**src/rtl/zac_pkg.sv**
```systemverilog
`default_nettype none
package zac_pkg;
    localparam int COLUMNS     = 256;
    localparam int ROWS        = 128;
    localparam int SAMPLE_BITS = 16;

    localparam int COL_W  = (COLUMNS > 1) ? $clog2(COLUMNS) : 1;
    localparam int ROW_W  = (ROWS > 1) ? $clog2(ROWS) : 1;
    localparam int CELL_W = COL_W + ROW_W;
    localparam int CELLS  = COLUMNS * ROWS;

    localparam int SUM_W  = 25;
    localparam int CNT_W  = 9;
    localparam int ANOM_W = 18;
    localparam int OUT_AW = 17;
    localparam int T_W    = 16;

    localparam int DIV_QW = SUM_W;
    localparam int DIV_RW = ANOM_W;
    localparam int DIV_CW = $clog2(DIV_QW + 1);

    localparam int SMAX = (2 ** (SAMPLE_BITS - 1)) - 1;

    typedef struct packed {
        logic cap;
        logic fr_wr;
        logic fr_rd;
        logic sc_rd;
        logic sc_wr;
        logic mean_rd;
        logic mean_wr;
        logic scan;
        logic cnt_clr;
        logic col_inc;
        logic row_inc;
        logic stat_clr;
        logic div_mean;
        logic div_pix;
        logic out_sum;
        logic out_pix;
    } t_cmd;

    typedef struct packed {
        logic col_last;
        logic row_last;
        logic div_busy;
        logic out_free;
    } t_sts;

    localparam logic [1:0] MODE_LOAD   = 2'd0;
    localparam logic [1:0] MODE_FINISH = 2'd1;
    localparam logic [1:0] MODE_PIXEL  = 2'd2;

    function automatic logic [CELL_W-1:0] cell_addr(input logic [ROW_W-1:0] r,
                                                    input logic [COL_W-1:0] c);
        cell_addr = CELL_W'(r) * CELL_W'(COLUMNS) + CELL_W'(c);
    endfunction
endpackage
`default_nettype wire

```
**src/rtl/zac_ctrl.sv**
```systemverilog
`default_nettype none
module zac_ctrl (
    input  wire                 i_clk,
    input  wire                 i_rst_n,
    input  wire                 i_valid,
    input  wire [1:0]           i_mode,
    output logic                o_ready,
    input  wire zac_pkg::t_sts  i_sts,
    output zac_pkg::t_cmd       o_cmd
);
    localparam logic [3:0] S_IDLE    = 4'd0;
    localparam logic [3:0] S_LD_RD   = 4'd1;
    localparam logic [3:0] S_LD_WR   = 4'd2;
    localparam logic [3:0] S_F_INIT  = 4'd3;
    localparam logic [3:0] S_F_ROW   = 4'd4;
    localparam logic [3:0] S_F_DIVS  = 4'd5;
    localparam logic [3:0] S_F_DIV   = 4'd6;
    localparam logic [3:0] S_F_MEAN  = 4'd7;
    localparam logic [3:0] S_F_SCAN  = 4'd8;
    localparam logic [3:0] S_F_DRAIN = 4'd9;
    localparam logic [3:0] S_F_OUT   = 4'd10;
    localparam logic [3:0] S_P_RD    = 4'd11;
    localparam logic [3:0] S_P_CHK   = 4'd12;
    localparam logic [3:0] S_P_DIV   = 4'd13;
    localparam logic [3:0] S_P_OUT   = 4'd14;

    logic [3:0] r_state, n_state;

    always_comb begin
        n_state = r_state;
        o_cmd   = '0;
        o_ready = 1'b0;
        case (r_state)
            S_IDLE: begin
                o_ready = 1'b1;
                if (i_valid) begin
                    o_cmd.cap = 1'b1;
                    case (i_mode)
                        zac_pkg::MODE_LOAD:   n_state = S_LD_RD;
                        zac_pkg::MODE_FINISH: n_state = S_F_INIT;
                        zac_pkg::MODE_PIXEL:  n_state = S_P_RD;
                        default:              n_state = S_IDLE;
                    endcase
                end
            end
            S_LD_RD: begin
                o_cmd.fr_wr = 1'b1;
                o_cmd.sc_rd = 1'b1;
                n_state = S_LD_WR;
            end
            S_LD_WR: begin
                o_cmd.sc_wr = 1'b1;
                n_state = S_IDLE;
            end
            S_F_INIT: begin
                o_cmd.cnt_clr  = 1'b1;
                o_cmd.stat_clr = 1'b1;
                n_state = S_F_ROW;
            end
            S_F_ROW: begin
                o_cmd.sc_rd = 1'b1;
                o_cmd.scan  = 1'b1;
                n_state = S_F_DIVS;
            end
            S_F_DIVS: begin
                o_cmd.div_mean = 1'b1;
                n_state = S_F_DIV;
            end
            S_F_DIV: begin
                if (!i_sts.div_busy) n_state = S_F_MEAN;
            end
            S_F_MEAN: begin
                o_cmd.mean_wr = 1'b1;
                n_state = S_F_SCAN;
            end
            S_F_SCAN: begin
                o_cmd.fr_rd   = 1'b1;
                o_cmd.scan    = 1'b1;
                o_cmd.col_inc = 1'b1;
                if (i_sts.col_last) n_state = S_F_DRAIN;
            end
            S_F_DRAIN: begin
                if (i_sts.row_last) begin
                    n_state = S_F_OUT;
                end else begin
                    o_cmd.row_inc = 1'b1;
                    n_state = S_F_ROW;
                end
            end
            S_F_OUT: begin
                if (i_sts.out_free) begin
                    o_cmd.out_sum = 1'b1;
                    n_state = S_IDLE;
                end
            end
            S_P_RD: begin
                o_cmd.fr_rd   = 1'b1;
                o_cmd.mean_rd = 1'b1;
                n_state = S_P_CHK;
            end
            S_P_CHK: begin
                o_cmd.div_pix = 1'b1;
                n_state = S_P_DIV;
            end
            S_P_DIV: begin
                if (!i_sts.div_busy) n_state = S_P_OUT;
            end
            S_P_OUT: begin
                if (i_sts.out_free) begin
                    o_cmd.out_pix = 1'b1;
                    n_state = S_IDLE;
                end
            end
            default: n_state = S_IDLE;
        endcase
    end

    always_ff @(posedge i_clk) begin
        if (!i_rst_n) r_state <= S_IDLE;
        else          r_state <= n_state;
    end
endmodule
`default_nettype wire

```
**config.mk**
```make
export PLATFORM = sky130hd
export DESIGN_NAME = zac_ctrl
export DESIGN_NICKNAME = d
export VERILOG_FILES = /design/src/rtl/zac_pkg.sv /design/src/rtl/zac_ctrl.sv
export SDC_FILE = /design/constraint.sdc
export NUM_CORES = 1
export LEC_CHECK = 0
export BUFFER_PORTS_ARGS = -buffer_cell sky130_fd_sc_hd__clkbuf_2
export CAP_MARGIN = 20
export CORE_ASPECT_RATIO = 1.1
export CORE_UTILIZATION = 35
export DETAILED_ROUTE_END_ITERATION = 8
export GPL_TIMING_DRIVEN = 0
export PLACE_DENSITY = 0.67
export SYNTH_ARGS = -nofsm -noshare
export SYNTH_HDL_FRONTEND = slang
export SYNTH_SLANG_ARGS = --single-unit
```
**constraint.sdc**
```tcl
create_clock -name i_clk -period 1.39 [get_ports i_clk]
set_input_delay 0.278 -clock i_clk [delete_from_list [all_inputs] [get_ports i_clk]]
set_output_delay 0.278 -clock i_clk [all_outputs]
set_load 0.03 [all_outputs]
```
Word-level counts from Yosys, hierarchy flattened

Index checks and enable logic that the tools add are counted.

Add/subtract/negate cells: 0
Multiply operators: 0
Div/mod/pow operators: 0
Order comparisons: 0
Equality and inequality tests: 21
Shift-type cells: 0
Mux-type cells: 27
Bitwise operators: 0
Reduce and logical (&&, ||, !) cells: 7

Operators by type and width:

| operator           | count |
|---|---|
| $pmux 4 s13        | 1 |
| $eq 4x4->1 const B | 7 |
| $mux 4             | 6 |
| $mux 1             | 19 |
| $eq 4x3->1 const B | 4 |
| $pmux 4 s3         | 1 |
| $eq 4x2->1 const B | 2 |
| $ne 2x2->1 const B | 4 |
| $reduce_or 2->1    | 4 |
| $reduce_and 5->1   | 1 |
| $eq 4x1->1 const B | 1 |
| $logic_not 4->1    | 1 |
| $eq 2x1->1 const B | 1 |
| $eq 2x2->1 const B | 1 |
| $logic_not 2->1    | 1 |
| $ne 2x1->1 const B | 1 |

Register bits after elaboration: 4
Latch bits: 0
RAM bits: 0
Bits in read-only memories: 0
Input port bits: 9
Output and inout port bits: 17
Word-level logic and storage cells: 56
Memories: 0

Longest topological paths before layout

Depth after elaboration: 4
Depth in mapped cells: 6
Gate-level depth less buffers: 6

Worst setup path before layout

No wires, ideal clock.

Kind: flip-flop to output port
Start: register r_state[1]
End: output port o_cmd[7] in the netlist's numbering
Arrival time: 1.775 ns
Data required time: 1.112 ns
Path slack: -0.663 ns
Stages on the path, launching flop included: 5
Buffers on the path: 2
Cell sequence: dfxtp_1 -> clkbuf_1 -> nand2_1 -> nor3_1 -> buf_4

RTL lines:

| item                   | line            | RTL |
|---|---|---|
| start, declared        | zac_ctrl.sv:27  | `logic [3:0] r_state, n_state;` |
| start signal, assigned | zac_ctrl.sv:120 | `else r_state <= n_state;` |
| end, declared          | zac_ctrl.sv:9   | `output zac_pkg::t_cmd o_cmd` |

==> impl_metrics.json <==
{
  "tightestPinTransition_ns": 0.3957,
  "start_kind": "register",
  "grt_pass1_vias": 867,
  "drv_cap": 0,
  "holdBufCountCts": 0,
  "hold_class": "input port to register",
  "seq_area_frac_synth": 0.1561,
  "regArea_sq_um": 86.33,
  "skew_ns": 0.008055,
  "critPathCaptureType": "primary output",
  "rows": 14,
  "postRouteAntennaNets": 0,
  "syn_inst": 80,
  "status": "finished with violations",
  "largest-register": "r_state",
  "grt_overflow_total": 0,
  "start_util": 0.3755,
  "htreeDepth": 1,
  "ios": 26,
  "top_regs": "r_state x4",
  "fp.coreArea_sq_um": 1366,
  "grt_use_met3": 0.05851,
  "grt_use_total": 0.3703,
  "use_met1": 0.4281,
  "antenna_found_initial": 0,
  "die_h_microns": 42.15,
  "gp_congestion": 0.7360,
  "place_area_sq_um": 808.3,
  "io_buffers": 24,
  "grt_pass1_wl_microns": 4229,
  "ys_types": 28,
  "mappedNetlistArea_sq_um": 513.0,
  "clk_path_buf_depth": 2,
  "setup_viol": 21,
  "viasPerCell": 6.496,
  "cts-root-buf": "clkbuf_4",
  "diodes": 0,
  "cts_tree": "done",
  "largest_register_ffs": 4,
  "fin_crit_sh": 1.254,
  "drt_wl_total_microns": 3441,
  "crit_type": "register to primary output",
  "vdd_drop_max_mv": 1.407,
  "grt_setup_unrepaired": "yes",
  "violations": "setup timing",
  "fin_area_sq_um": 1297,
  "period_minus_slack_ns": 1.743,
  "fin_nets": 136,
  "dp_slack_ns": -0.1484,
  "wl_per_cell_microns": 24.76,
  "avgSynthCellArea_sq_um": 6.412,
  "syn_to_final_growth_pct": 152.9,
  "cts_buffers": 3,
  "drive_above_1_share": 0.7073,
  "cp.arrival_ns": 1.47,
  "drc": 0,
  "fmax_ghz": 0.5737,
  "p_per_area_nw_per_um2": 2143,
  "fillCellCount": 38,
  "grt_max_degree": 11,
  "maxSlewViolCount": 0,
  "synthesis.nets": 91,
  "vias": 903,
  "leakagePower_uw": 0.0005360,
  "layout_common_cells": "buf_8, buf_4, clkbuf_8",
  "die_area_sq_um": 1623,
  "cts.sinks": 4,
  "ys_ff_latch": 4,
  "path_clk_slew_ns": 0.05,
  "drt_iter0_drc": 60,
  "top_usage_layer": "met2",
  "slew_headroom": 0.7362,
  "rrSetupSlack_ns": -0.19,
  "first_pass_iters": 6,
  "clk_latency_ns": 0.25,
  "post-dp-hpwl_microns": 1098,
  "multiInputGateArea_sq_um": 594.3,
  "synth-warning-count": 0,
  "cp_data_required_time_ns": 1.11,
  "met2_usage": 0.6433,
  "hold_viol": 0,
  "setup_tns_ns": -4.602,
  "setup_slack_ns": -0.3531,
  "crit_fanout": 6,
  "die_x_microns": 38.50
}
## final cells by class
class	count	share of cell area
timing repair buffer	40	0.3346
sequential	4	0.06654
multi-input combinational	63	0.4581
inverter	5	0.02218
buffer	8	0.08582
clock buffer	3	0.01736
tap	16	0.01543
## cells in the mapped netlist
master | number | share of area
nand3_1 | 1 | 0.0097
nand3b_1 | 1 | 0.015
nand2b_1 | 7 | 0.085
a21oi_1 | 4 | 0.039
a211oi_1 | 1 | 0.015
nor2_1 | 9 | 0.066
nor3_1 | 5 | 0.049
nand2_1 | 9 | 0.066
a31oi_1 | 2 | 0.024
buf_4 | 1 | 0.015
o21bai_4 | 1 | 0.037
nor2b_1 | 1 | 0.012
o2111ai_1 | 1 | 0.017
buf_6 | 1 | 0.022
and2_1 | 2 | 0.024
or4_4 | 1 | 0.022
clkbuf_1 | 6 | 0.044
dfxtp_1 | 4 | 0.16
nand4_1 | 3 | 0.037
mux2i_1 | 2 | 0.039
o21ai_1 | 1 | 0.0097
o21ai_0 | 6 | 0.059
a21oi_2 | 1 | 0.017
ha_1 | 2 | 0.049
and3_1 | 1 | 0.012
o22ai_1 | 1 | 0.012
or3_1 | 1 | 0.012
inv_1 | 5 | 0.037
## worst paths after layout
| check | startpoint | depth (start not counted) | end |
|---|---|---|---|
| max reg2reg | r_state[3]$_SDFFE_PN0P_ | 5 | r_state[3]$_SDFFE_PN0P_ |
| max | r_state[2]$_SDFFE_PN0P_ | 5 | o_cmd[5] |
| min | i_sts[1] | 3 | r_state[0]$_SDFFE_PN0P_ |
| min reg2reg | r_state[1]$_SDFFE_PN0P_ | 2 | r_state[0]$_SDFFE_PN0P_ |
## power breakdown
group,internal [uW],switching (uW),total [uW]
Clock,98.1,68.9,167
Sequential,165,48.5,214
Combinational,1110,1290,2400
Total,1370,1410,2780
## worst max-delay path, stage by stage, from the launching register on
cell and delay (ns):
dfxtp_2 0.34, buf_8 0.13, clkbuf_16 0.15, nand2b_4 0.19
nor3_4 0.22, clkbuf_8 0.18
## cells by family after synthesis
| group | count (synthesis) | synth area share |
|---|---|---|
| multiplexers | 2 | 0.03903 |
| AND/OR/NAND/NOR | 41 | 0.4098 |
| AO/OA/AOI/OAI | 18 | 0.2293 |
| buffers and inverters | 13 | 0.1171 |
| flip-flops | 4 | 0.1561 |
| adder cells (fa/ha/maj) | 2 | 0.04877 |
## layer usage
metal	wire length (microns)	up-vias
li1	-	366
met1	1183	407
met4	233	0
met3	409	32
met2	1615	98
met5	0	-
## through the flow
step,hold slack (ns),cells,total power [uW],util
floorplan,0.4648,80,1255,-
global placement,0.5855,120,1500,0.5916
detailed placement,0.6020,120,1500,0.5916
CTS,0.3492,137,2265,0.8700
global route,0.4013,139,2828,0.9496
finish,0.3986,139,2780,0.9496
## repair_timing
item                       4_1_cts  5_1_grt
gates resized for setup         55       30
setup endpoints to repair       20       21
setup buffers                   14        2
pin swaps                       13        9
cloned                           0        0
No activity file was read; power rests on OpenSTA's default activity.
